[src/sv/integer_to_ascii_formatter_macros.svh]
// ---------------------------------------------------------------------------
// integer_to_ascii_formatter assertion macros
// concurrent checks clocked on aclk, compiled out when SYNTH is defined
// ---------------------------------------------------------------------------
`ifndef INTEGER_TO_ASCII_FORMATTER_MACROS_SVH
`define INTEGER_TO_ASCII_FORMATTER_MACROS_SVH

`ifndef SYNTH
`define ITOA_ASSERT(lbl, prop) \
    lbl: assert property (@(posedge aclk) disable iff (!aresetn) prop) else $error("itoa check");
`define ITOA_ASSERT_RST(lbl, prop) \
    lbl: assert property (@(posedge aclk) prop) else $error("itoa reset check");
`else
`define ITOA_ASSERT(lbl, prop)
`define ITOA_ASSERT_RST(lbl, prop)
`endif

`endif

[src/sv/itoa_pkg.sv]
// ---------------------------------------------------------------------------
// itoa_pkg
// shared types, constants and the digit conversion step of the formatter
// ---------------------------------------------------------------------------
`timescale 1ns / 1ps
`default_nettype none

package itoa_pkg;

    localparam int MAX_CHARS_DEF = 64;

    localparam logic [1:0] MODE_SDEC = 2'd0;
    localparam logic [1:0] MODE_HEX  = 2'd1;
    localparam logic [1:0] MODE_UDEC = 2'd2;

    localparam logic [7:0] ASCII_ZERO  = 8'd48;
    localparam logic [7:0] ASCII_NINE  = 8'd57;
    localparam logic [7:0] HEX_GAP     = 8'd39;
    localparam logic [7:0] ASCII_MINUS = 8'd45;

    localparam int NUM_DIG   = 10;
    localparam int BITS_STEP = 8;

    typedef struct packed {
        logic [31:0] mag;
        logic [39:0] bcd;
        logic        hex;
        logic        sign;
        logic [5:0]  minw;
        logic [5:0]  lim;
    } stage_t;

    typedef struct packed {
        logic [39:0] digits;
        logic        sign;
        logic [5:0]  dw;
        logic [5:0]  nd;
        logic [5:0]  full;
        logic [5:0]  count;
        logic        empty;
    } conv_t;

    // eight double-dabble steps on one byte of the magnitude
    function automatic logic [39:0] dabble(input logic [39:0] bcd_in,
                                           input logic [7:0] bits);
        logic [39:0] b;
        b = bcd_in;
        for (int s = BITS_STEP - 1; s >= 0; s--) begin
            for (int d = 0; d < NUM_DIG; d++) begin
                if (b[d*4 +: 4] >= 4'd5) begin
                    b[d*4 +: 4] = b[d*4 +: 4] + 4'd3;
                end
            end
            b = {b[38:0], bits[s]};
        end
        return b;
    endfunction

endpackage

`default_nettype wire

[src/sv/itoa_conv.sv]
// ---------------------------------------------------------------------------
// itoa_conv
// six stage conversion pipeline: sign and clamp, four binary to bcd stages,
// length and truncation
// ---------------------------------------------------------------------------
`timescale 1ns / 1ps
`default_nettype none

module itoa_conv #(
    parameter int MAX_CHARS = itoa_pkg::MAX_CHARS_DEF
) (
    input  wire logic          aclk,
    input  wire logic          aresetn,
    input  wire logic          in_valid,
    output logic               in_ready,
    input  wire logic [31:0]   in_value,
    input  wire logic [1:0]    in_mode,
    input  wire logic [5:0]    in_min_digits,
    input  wire logic [6:0]    in_space,
    output logic               out_valid,
    input  wire logic          out_ready,
    output itoa_pkg::conv_t    out_item
);

    localparam logic [6:0] MAX_SP = 7'(MAX_CHARS);
    localparam int NST = 5;

    itoa_pkg::stage_t st_reg  [NST];
    itoa_pkg::stage_t st_next [NST];
    logic [NST-1:0]   vld_reg;
    logic [NST-1:0]   vld_next;
    itoa_pkg::conv_t  cv_reg, cv_next;
    logic             cvv_reg, cvv_next;
    logic             adv;

    logic [6:0]  sp;
    logic        neg;
    logic [5:0]  nd;
    logic [5:0]  dw;
    logic [5:0]  full;
    logic [5:0]  cnt;

    assign adv      = !cvv_reg || out_ready;
    assign in_ready = adv;

    always_comb begin
        sp  = (in_space > MAX_SP) ? MAX_SP : in_space;
        neg = (in_mode == itoa_pkg::MODE_SDEC) && in_value[31] && (sp > 7'd1);
        st_next[0].mag  = neg ? (32'd0 - in_value) : in_value;
        st_next[0].bcd  = '0;
        st_next[0].hex  = (in_mode == itoa_pkg::MODE_HEX);
        st_next[0].sign = neg;
        st_next[0].minw = (neg && in_min_digits != 6'd0) ? in_min_digits - 6'd1 : in_min_digits;
        st_next[0].lim  = (sp > 7'd0) ? 6'(sp - 7'd1) : 6'd0;
        vld_next[0]     = in_valid;
        for (int k = 1; k < NST; k++) begin
            st_next[k]     = st_reg[k-1];
            st_next[k].bcd = itoa_pkg::dabble(st_reg[k-1].bcd,
                                              st_reg[k-1].mag[31 - 8*(k-1) -: 8]);
            vld_next[k]    = vld_reg[k-1];
        end
    end

    // digit count, padded width and truncation
    always_comb begin
        cv_next.digits = st_reg[NST-1].hex ? {8'd0, st_reg[NST-1].mag} : st_reg[NST-1].bcd;
        nd = 6'd1;
        for (int d = 1; d < itoa_pkg::NUM_DIG; d++) begin
            if (cv_next.digits[d*4 +: 4] != 4'd0) begin
                nd = 6'(d + 1);
            end
        end
        dw   = (nd > st_reg[NST-1].minw) ? nd : st_reg[NST-1].minw;
        full = dw + {5'd0, st_reg[NST-1].sign};
        cnt  = (st_reg[NST-1].lim < full) ? st_reg[NST-1].lim : full;
        cv_next.sign  = st_reg[NST-1].sign;
        cv_next.dw    = dw;
        cv_next.nd    = nd;
        cv_next.full  = full;
        cv_next.count = cnt;
        cv_next.empty = (cnt == 6'd0);
        cvv_next      = vld_reg[NST-1];
    end

    always_ff @(posedge aclk) begin
        if (!aresetn) begin
            vld_reg <= '0;
            cvv_reg <= 1'b0;
        end else if (adv) begin
            vld_reg <= vld_next;
            cvv_reg <= cvv_next;
        end
    end

    always_ff @(posedge aclk) begin
        if (adv) begin
            for (int k = 0; k < NST; k++) begin
                st_reg[k] <= st_next[k];
            end
            cv_reg <= cv_next;
        end
    end

    assign out_valid = cvv_reg;
    assign out_item  = cv_reg;

endmodule

`default_nettype wire

[src/sv/itoa_emit.sv]
// ---------------------------------------------------------------------------
// itoa_emit
// serializes one converted item into characters, one per cycle while out_ready does not stall
// ---------------------------------------------------------------------------
`timescale 1ns / 1ps
`default_nettype none

module itoa_emit (
    input  wire logic             aclk,
    input  wire logic             aresetn,
    input  wire logic             in_valid,
    output logic                  in_ready,
    input  wire itoa_pkg::conv_t  in_item,
    output logic                  out_valid,
    input  wire logic             out_ready,
    output logic [7:0]            out_char,
    output logic                  out_char_valid,
    output logic                  out_last,
    output logic [5:0]            out_len
);

    logic            act_reg, act_next;
    itoa_pkg::conv_t it_reg;
    logic [5:0]      idx_reg, idx_next;
    logic            ov_reg, ov_next;
    logic [7:0]      ch_reg;
    logic            cv_reg;
    logic            lst_reg;
    logic [5:0]      len_reg;

    logic [5:0] ecnt;
    logic       is_last;
    logic       fire;
    logic       done;
    logic       take;
    logic [5:0] j;
    logic [5:0] k;
    logic [3:0] nib;
    logic [7:0] ch;

    assign ecnt    = it_reg.empty ? 6'd1 : it_reg.count;
    assign is_last = (idx_reg == ecnt - 6'd1);
    assign fire    = act_reg && (!ov_reg || out_ready);
    assign done    = fire && is_last;
    assign take    = in_valid && (!act_reg || done);
    assign in_ready = !act_reg || done;

    always_comb begin
        j   = idx_reg - {5'd0, it_reg.sign};
        k   = it_reg.dw - 6'd1 - j;
        nib = it_reg.digits[k[3:0]*4 +: 4];
        ch  = itoa_pkg::ASCII_ZERO + {4'd0, nib};
        if (ch > itoa_pkg::ASCII_NINE) begin
            ch = ch + itoa_pkg::HEX_GAP;
        end
        if (it_reg.empty) begin
            ch = 8'd0;
        end else if (it_reg.sign && idx_reg == 6'd0) begin
            ch = itoa_pkg::ASCII_MINUS;
        end else if (j < it_reg.dw - it_reg.nd) begin
            ch = itoa_pkg::ASCII_ZERO;
        end
    end

    always_comb begin
        act_next = act_reg;
        idx_next = idx_reg;
        if (take) begin
            act_next = 1'b1;
            idx_next = 6'd0;
        end else if (done) begin
            act_next = 1'b0;
        end else if (fire) begin
            idx_next = idx_reg + 6'd1;
        end
        ov_next = fire ? 1'b1 : (out_ready ? 1'b0 : ov_reg);
    end

    always_ff @(posedge aclk) begin
        if (!aresetn) begin
            act_reg <= 1'b0;
            ov_reg  <= 1'b0;
        end else begin
            act_reg <= act_next;
            ov_reg  <= ov_next;
        end
    end

    always_ff @(posedge aclk) begin
        idx_reg <= idx_next;
        if (take) begin
            it_reg <= in_item;
        end
        if (fire) begin
            ch_reg  <= ch;
            cv_reg  <= !it_reg.empty;
            lst_reg <= is_last;
            len_reg <= it_reg.full;
        end
    end

    assign out_valid      = ov_reg;
    assign out_char       = ch_reg;
    assign out_char_valid = cv_reg;
    assign out_last       = lst_reg;
    assign out_len        = len_reg;

endmodule

`default_nettype wire

[src/sv/integer_to_ascii_formatter.sv]
// an item passes the conversion pipeline and then the emitter's item and character registers
// throughput: one character per cycle while m_tready does not stall the output
// the pipeline takes a new item each cycle unless stalled; the character emitter sets the rate
// reset: synchronous active-low aresetn clears all valid bits, no item or character survives
// ---------------------------------------------------------------------------
// integer_to_ascii_formatter
// formats a 32-bit value as signed decimal, lower-case hex or unsigned decimal
// ---------------------------------------------------------------------------
`timescale 1ns / 1ps
`default_nettype none
`include "integer_to_ascii_formatter_macros.svh"

module integer_to_ascii_formatter #(
    parameter int MAX_CHARS = itoa_pkg::MAX_CHARS_DEF
) (
    input  wire logic        aclk,
    input  wire logic        aresetn,
    input  wire logic        s_tvalid,
    output logic             s_tready,
    input  wire logic [47:0] s_tdata,   // value[31:0] mode[33:32] min_digits[39:34] space[46:40]
    output logic             m_tvalid,
    input  wire logic        m_tready,
    output logic [15:0]      m_tdata,   // char_out[7:0] full_length[13:8]
    output logic             m_tuser,   // char_valid
    output logic             m_tlast
);

    logic            cv_valid;
    logic            cv_ready;
    itoa_pkg::conv_t cv_item;
    logic [7:0]      ch;
    logic [5:0]      len;

    itoa_conv #(.MAX_CHARS(MAX_CHARS)) u_conv (
        .aclk          (aclk),
        .aresetn       (aresetn),
        .in_valid      (s_tvalid),
        .in_ready      (s_tready),
        .in_value      (s_tdata[31:0]),
        .in_mode       (s_tdata[33:32]),
        .in_min_digits (s_tdata[39:34]),
        .in_space      (s_tdata[46:40]),
        .out_valid     (cv_valid),
        .out_ready     (cv_ready),
        .out_item      (cv_item)
    );

    itoa_emit u_emit (
        .aclk           (aclk),
        .aresetn        (aresetn),
        .in_valid       (cv_valid),
        .in_ready       (cv_ready),
        .in_item        (cv_item),
        .out_valid      (m_tvalid),
        .out_ready      (m_tready),
        .out_char       (ch),
        .out_char_valid (m_tuser),
        .out_last       (m_tlast),
        .out_len        (len)
    );

    assign m_tdata = {2'b00, len, ch};

    `ITOA_ASSERT(a_empty_is_last, m_tvalid && !m_tuser |-> m_tlast)
    `ITOA_ASSERT(a_empty_no_char, m_tvalid && !m_tuser |-> m_tdata[7:0] == 8'd0)
    `ITOA_ASSERT_RST(a_reset_clears, !aresetn |=> !m_tvalid)

endmodule

`default_nettype wire

[config.mk]
export PLATFORM = sky130hd
export DESIGN_NAME = integer_to_ascii_formatter
export DESIGN_NICKNAME = d
export VERILOG_FILES = /design/src/sv/itoa_pkg.sv /design/src/sv/itoa_conv.sv /design/src/sv/itoa_emit.sv /design/src/sv/integer_to_ascii_formatter.sv
export VERILOG_INCLUDE_DIRS = /design/src /design/src/sv
export SDC_FILE = /design/constraint.sdc
export NUM_CORES = 1
export LEC_CHECK = 0
export BUFFER_PORTS_ARGS = -buffer_cell sky130_fd_sc_hd__buf_4
export CAP_MARGIN = 40
export CORE_MARGIN = 2
export CORE_UTILIZATION = 61
export CTS_BUF_LIST = sky130_fd_sc_hd__clkbuf_16
export CTS_CLUSTER_SIZE = 25
export DETAILED_ROUTE_END_ITERATION = 7
export MAX_ROUTING_LAYER = met4
export PLACE_DENSITY = 0.78
export SETUP_SLACK_MARGIN = 0.02
export SLEW_MARGIN = 10
export SYNTH_ARGS = -nofsm -noshare
export SYNTH_HDL_FRONTEND = slang
export SYNTH_SLANG_ARGS = --single-unit
[constraint.sdc]
create_clock -name aclk -period 19.6 [get_ports aclk]
set_input_delay 0.98 -clock aclk [delete_from_list [all_inputs] [get_ports aclk]]
set_output_delay 0.98 -clock aclk [all_outputs]
set_load 0.01 [all_outputs]
==> flow_summary.toml, run 1 <==
[global_routing]
use_met3_pct = 2.371
use_met1_pct = 31.66
grt_overflow_total = 0
antenna_found_initial = 3
grt_busiest_layer = "met2"
grt_pass1_wl_mm = 122.9
first_global_vias = 26149
globalRouteTotalUtil_pct = 23.61
grt_use_met2_pct = 38.41
grt_max_degree = 138

[placed_design]
hpwlAfterDp_mm = 52.54
dp_slack_ns = 11.99
globalplace.congestion = 0.8884
portBuffers = 67

[timing]
final.setup.tns_ns = 0
hold_violations = 0
max_freq_ghz = 0.1290
timing.final.ws_setup_ns = 11.85
period_minus_slack_ns = 7.754
rsz0062_at_grt = "false"
slew_headroom_pct = 41.93
skew_ns = 0.02520
setup_viol = 0
period_share_pct = 39.56
worst_pin_slew_ns = 0.8669
slew_viol_final = 0

[drt]
viasPerCell = 6.089
drcViolationCount = 0
dr.pass1.iters = 6
first_iter_violations = 1823
drt-total-wl_mm = 73.20
via_count = 28613
ant_nets = 0
wl_per_cell_um = 15.58

[die]
die_w_um = 251.2
io_pins = 72
placementRows = 90
die_area_mm2 = 0.06308
start_util_pct = 61.73
die_y_um = 251.2
core-area_mm2 = 0.06036

[clock_network]
numCtsBuffers = 51
cts_setup_buffers = 0
cts_tree = "built"
clkTransAtPathRegs_ns = 0.06
ctsHoldBuffers = 0
cts_buffer_depth = 3
clk_latency_ns = 0.61
cts_root_buf = "clkbuf_16"
htree_num_levels = 2
postCtsResizedCells = 0
numClockSinks = 485

[synth]
netlist_top_cells_area = "edfxtp_1 38%, ha_1 6.1%, mux2i_1 3.2%"
synth_edf_count = 471
syn_inst = 3840
yosys-top-cells-count = "471 x edfxtp_1, 310 x nor2_1, 280 x nand2_1"
yosysTopAreaCell = "edfxtp_1"
syn_area_mm2 = 0.03726
ys.flop_type = "edfxtp_1"
avgSynthCellArea_um2 = 9.703
ys_ff_latch = 485
synth_warnings = 0
yosysSeqAreaShare_pct = 38.71
synth.most_common_cell = "edfxtp_1"
async_reset_ff_share_pct = 0
netlist.area_leader.share_pct = 37.96
post_synth_num_cell_types = 147

[cells_and_area]
nFillCells = 4663
antenna_cells = 0
largest_reg_flops = 328
fin_util_pct = 66.68
finish.net_count = 4113
area_growth_syn_to_layout_pct = 8.009
drive_gt1_share_pct = 13.12

[setup_path]
cp-start-kind = "register"
worst-setup-path-type = "register to register"
cp_data_arrival_time_ns = 8.08
crit_required_ns = 19.93
endpoint_kind = "register"
crit_path_max_incr_delay_ns = 0.57
path_max_fanout = 10
cp_slowest_cell = "mux2i_1"
crit_top_cell = "ha_1"

[worst_hold_path]
hold_path_class = "register to register"

[outcome]
status = "complete, no violations"

[run]
max-cap-violations = 0
==> metrics by stage <==
step,instances,hold slack (ns),instance area [um2]
2_1_floorplan,3842,0.4003,37270
3_3_place_gp,4598,0.4004,38390
3_5_place_dp,4605,0.4045,38470
4_1_cts,4697,0.4038,40210
5_1_grt,4699,0.4147,40240
6_report,4699,0.4093,40240
==> placed cells by master (no fill, tap or decap), types with 16 or more instances in the layout <==
master | netlist | routed
nor3b_1 | 17 | 17
and3_1 | 27 | 27
nand2_1 | 280 | 279
a211oi_1 | 47 | 47
xor2_1 | 46 | 46
a21boi_1 | 16 | 16
o31ai_1 | 23 | 23
or2_1 | 18 | 18
o21ai_0 | 203 | 203
inv_2 | 28 | 28
nor2b_1 | 68 | 67
edfxtp_1 | 471 | 471
ha_1 | 181 | 181
a211o_1 | 24 | 24
mux2_2 | 94 | 94
clkbuf_16 | 0 | 52
nand3_1 | 79 | 79
buf_4 | 7 | 83
nor4_1 | 20 | 20
inv_1 | 226 | 234
a21boi_0 | 16 | 16
mux2i_1 | 119 | 119
a22oi_1 | 23 | 23
o21ai_1 | 80 | 80
nor3_1 | 115 | 115
and2_1 | 50 | 50
or3_1 | 32 | 32
a31oi_1 | 34 | 34
a21oi_1 | 237 | 237
o211ai_1 | 43 | 43
o22ai_1 | 31 | 31
nor2_1 | 310 | 310
o21a_1 | 45 | 45
a21o_1 | 42 | 42
xnor2_1 | 114 | 114
nand2b_1 | 72 | 72
==> path summary, 6_finish.rpt <==
kind                              start                     to  slack, ns  cells past startpoint
hold reg to reg    u_conv.st_reg[0][70]  u_conv.st_reg[0][156]       0.41                      0
setup reg to reg  u_conv.st_reg[0][202]  u_conv.st_reg[0][300]      11.85                     32
setup / recovery  u_conv.st_reg[0][202]  u_conv.st_reg[0][300]      11.85                     32
hold / removal     u_conv.st_reg[0][70]  u_conv.st_reg[0][156]       0.41                      0
==> critical path: cells and delay by family, from the launching register on <==
| family | cells | cell delay (ns) |
|---|---|---|
| fa+ha+maj | 5 | 1.44 |
| flops | 1 | 0.52 |
| simple gates | 9 | 1.22 |
| compound gates | 9 | 2.10 |
| buf+inv | 3 | 0.37 |
| xor+xnor | 4 | 0.99 |
| mux | 2 | 0.83 |
==> final cells by class <==
class | instances | area [um2] | share of cell area [%]
Multi-Input combinational cell | 2994 | 21410 | 53.19
Sequential cell | 485 | 14420 | 35.84
Clock buffer | 52 | 1301 | 3.233
Tap cell | 782 | 978.4 | 2.431
Inverter | 256 | 960.9 | 2.388
Timing Repair Buffer | 90 | 732.0 | 1.819
Clock inverter | 40 | 440.4 | 1.094
==> per-layer routing <==
metal	routed length [um]	share of wire [%]	up-vias
met5	0	0	-
met3	2957	4.0	110
met4	1755	2.4	0
met2	34540	47	575
li1	-	-	14593
met1	33950	46	13335
==> kinds of logic after synthesis <==
group / count (synthesis) / share of synthesized area (%)
AND/OR/NAND/NOR: 1198 / 16.05
adder cells (fa/ha/maj): 185 / 6.239
AO/OA/AOI/OAI: 1186 / 22.96
other: 1 / 0.01006
flip-flops: 485 / 38.71
XOR/XNOR: 178 / 4.624
multiplexers: 244 / 7.508
buffers and inverters: 363 / 3.895
Power of run 1 is not shown: default switching activity piles up to over one toggle a cycle in this logic, so the estimate is an artifact.
==> run 2, diff against run 1 <==
ABC_AREA = 1   (was unset)
CORE_UTILIZATION = 58   (was 61)
clock period = 7 ns   (was 19.6 ns; I/O delays follow)
==> run 2 against run 1 <==
  * Non-clock buffer count fell by 8
  * Synthesized area fell by 7.7%
  * Design area fell by 6.6%
  * First-iteration DRC count fell by 29%
  * Clock-buffer cell count fell by 2
  * Critical endpoint is now u_conv.out_item[0]
  * Worst hold slack got worse by 0.37 ns
  * Largest cell class unchanged
  * Highest routed layer unchanged
  * Die area fell by 2.9%
==> flow_summary.toml, run 2 <==
[timing]
period_minus_slack_ns = 6.103
setup_viol = 0
hold_violations = 0
worst_pin_slew_ns = 0.8161
skew_ns = 0.01543
rsz0062_at_grt = "false"
slew_headroom_pct = 45.59
period_share_pct = 87.18
hold_ws_ns = 0.03851
max_freq_ghz = 0.1639
final.setup.tns_ns = 0
slew_viol_final = 0

[setup_path]
crit_top_cell = "nor2_1"
crit_path_max_incr_delay_ns = 0.51
cp_num_buf_inv = 5
path_max_fanout = 20
rrSetupSlack_ns = 0.90
cp_slowest_cell = "nor4_1"
worst-setup-path-type = "register to register"
cp.depth = 31
cp-start-kind = "register"
r2r_cells = 31
endpoint_kind = "register"
crit_required_ns = 7.39
cp_data_arrival_time_ns = 6.49
reg2reg_from = "u_conv.st_reg[0][357]"
cp_top_family = "simple AND/OR/NAND/NOR gates"
worstReg2RegEnd = "u_conv.out_item[0]"

[die]
core-area_mm2 = 0.05880
die_w_um = 247.5
die_y_um = 247.5
start_util_pct = 58.48
die_area_mm2 = 0.06124
io_pins = 72
placementRows = 89

[synth]
yosysSeqAreaShare_pct = 41.95
yosysTopAreaCell = "edfxtp_1"
netlist.area_leader.share_pct = 41.14
synth.most_common_cell = "nand2_1"
avgSynthCellArea_um2 = 8.406
ys_ff_latch = 485
netlist_top_cells_area = "edfxtp_1 41%, nand2_1 12%, inv_1 7.3%"
async_reset_ff_share_pct = 0
yosys-top-cells-count = "1105 x nand2_1, 672 x inv_1, 471 x edfxtp_1"
synth_warnings = 0
ys.flop_type = "edfxtp_1"
syn_inst = 4090
synth_edf_count = 471
syn_area_mm2 = 0.03438
post_synth_num_cell_types = 57

[cells_and_area]
finish.net_count = 4440
fin_cells = 5017
nFillCells = 4736
mostFrequentLayoutCell = "nand2_1"
final_cell_mix = "1104 x nand2_1, 679 x inv_1, 471 x edfxtp_1"
largest_reg_flops = 328
drive_gt1_share_pct = 16.50
area_growth_syn_to_layout_pct = 9.302
fin_util_pct = 63.92

[placed_design]
globalplace.congestion = 0.8750
hpwlAfterDp_mm = 46.70
portBuffers = 67
post-place-cells = 4921

[clock_network]
clkTransAtPathRegs_ns = 0.06
clk_latency_ns = 0.60
cts_buffer_depth = 3
cts_tree = "built"
numCtsBuffers = 49
htree_num_levels = 2
cts_root_buf = "clkbuf_16"
numClockSinks = 485

[drt]
dr.pass1.iters = 5
first_iter_violations = 1295
ant_nets = 0
drt-total-wl_mm = 62.29
viasPerCell = 5.223
drcViolationCount = 0
via_count = 26206
wl_per_cell_um = 12.42

[worst_hold_path]
hold_end = "u_conv.vld_reg[0]"
min-delay-start = "s_tvalid"
hold_path_depth = 3
hold_path_class = "input port to register"

[outcome]
status = "complete, no violations"

[global_routing]
first_global_vias = 24525
grt_pass1_wl_mm = 106.0
antenna_found_initial = 1
grt_overflow_total = 0
grt_max_degree = 144
globalRouteTotalUtil_pct = 21.13

[run]
max-cap-violations = 0
[run 2: final cells by class]
class | instances | area [um2] | area share, %
inverter | 696 | 2614 | 6.955
clock buffer | 50 | 1251 | 3.329
multi-input combinational | 2891 | 17290 | 46.02
sequential | 485 | 14420 | 38.38
tap | 773 | 967.2 | 2.574
clock inverter | 39 | 371.6 | 0.9888
timing repair buffer | 82 | 655.6 | 1.745
antenna | 1 | 2.502 | 0.006659
[run 2: worst max-delay path by stage]
stage | end | slack (ns) | from
final | u_conv.out_item[0] | 0.90 | u_conv.st_reg[0][357]
after global routing | u_conv.out_item[0] | 0.12 | u_conv.st_reg[0][357]
after CTS | u_conv.out_item[0] | 0.29 | u_conv.st_reg[0][357]
after detailed placement | u_conv.out_item[0] | 0.54 | u_conv.st_reg[0][357]
after global placement | u_conv.out_item[0] | 0.76 | u_conv.st_reg[0][357]
after floorplan | u_conv.st_reg[0][379] | 1.57 | u_conv.st_reg[0][288]
[run 2: cells by family (layout without fill, tap and decap cells)]
kind of cell,count (synthesis),count (layout),share of synthesized area (%)
AND/OR/NAND/NOR,2199,2199,32.37
buffers and inverters,716,867,7.857
flip-flops,485,485,41.95
AO/OA/AOI/OAI,351,351,6.725
adder cells (fa/ha/maj),183,183,6.703
XOR/XNOR,133,133,3.737
multiplexers,22,22,0.6405
other,1,4,0.01091
[run 2: layer usage]
metal  share of wire (%)  GRT usage (%)  vias to the layer above
met3                 3.3          2.390                      131
met1                  44          25.49                    11835
met4                 3.1          7.221                        0
li1                    -              -                    13804
met5                   0              -                        -
met2                  49          36.80                      436
[run 2: metrics by stage]
step | cell area [um2] | setup WS, ns
CTS | 37530 | 0.2934
global route | 37580 | 0.1192
finish | 37580 | 0.8973
detailed placement | 35900 | 0.5401
global placement | 35900 | 0.7568
floorplan | 34400 | 1.571
[run 2: what timing repair did]
action	4_1_cts	5_1_grt
resized for setup	0	1
buffers inserted	0	5
setup endpoints to repair	0	7
hold buffers	1	0
endpoints found under the hold margin	1	0
[run 2: worst register-to-register path, delay by kind of cell (launching register included)]
family / cells / cell delay (ns)
AO/OA/AOI/OAI: 8 / 1.07
XOR/XNOR: 1 / 0.14
adder cells (fa/ha/maj): 3 / 0.96
buffers and inverters: 5 / 0.92
flip-flops: 1 / 0.40
multiplexers: 1 / 0.22
AND/OR/NAND/NOR: 13 / 2.20
Power of run 2 is left out for the same reason.
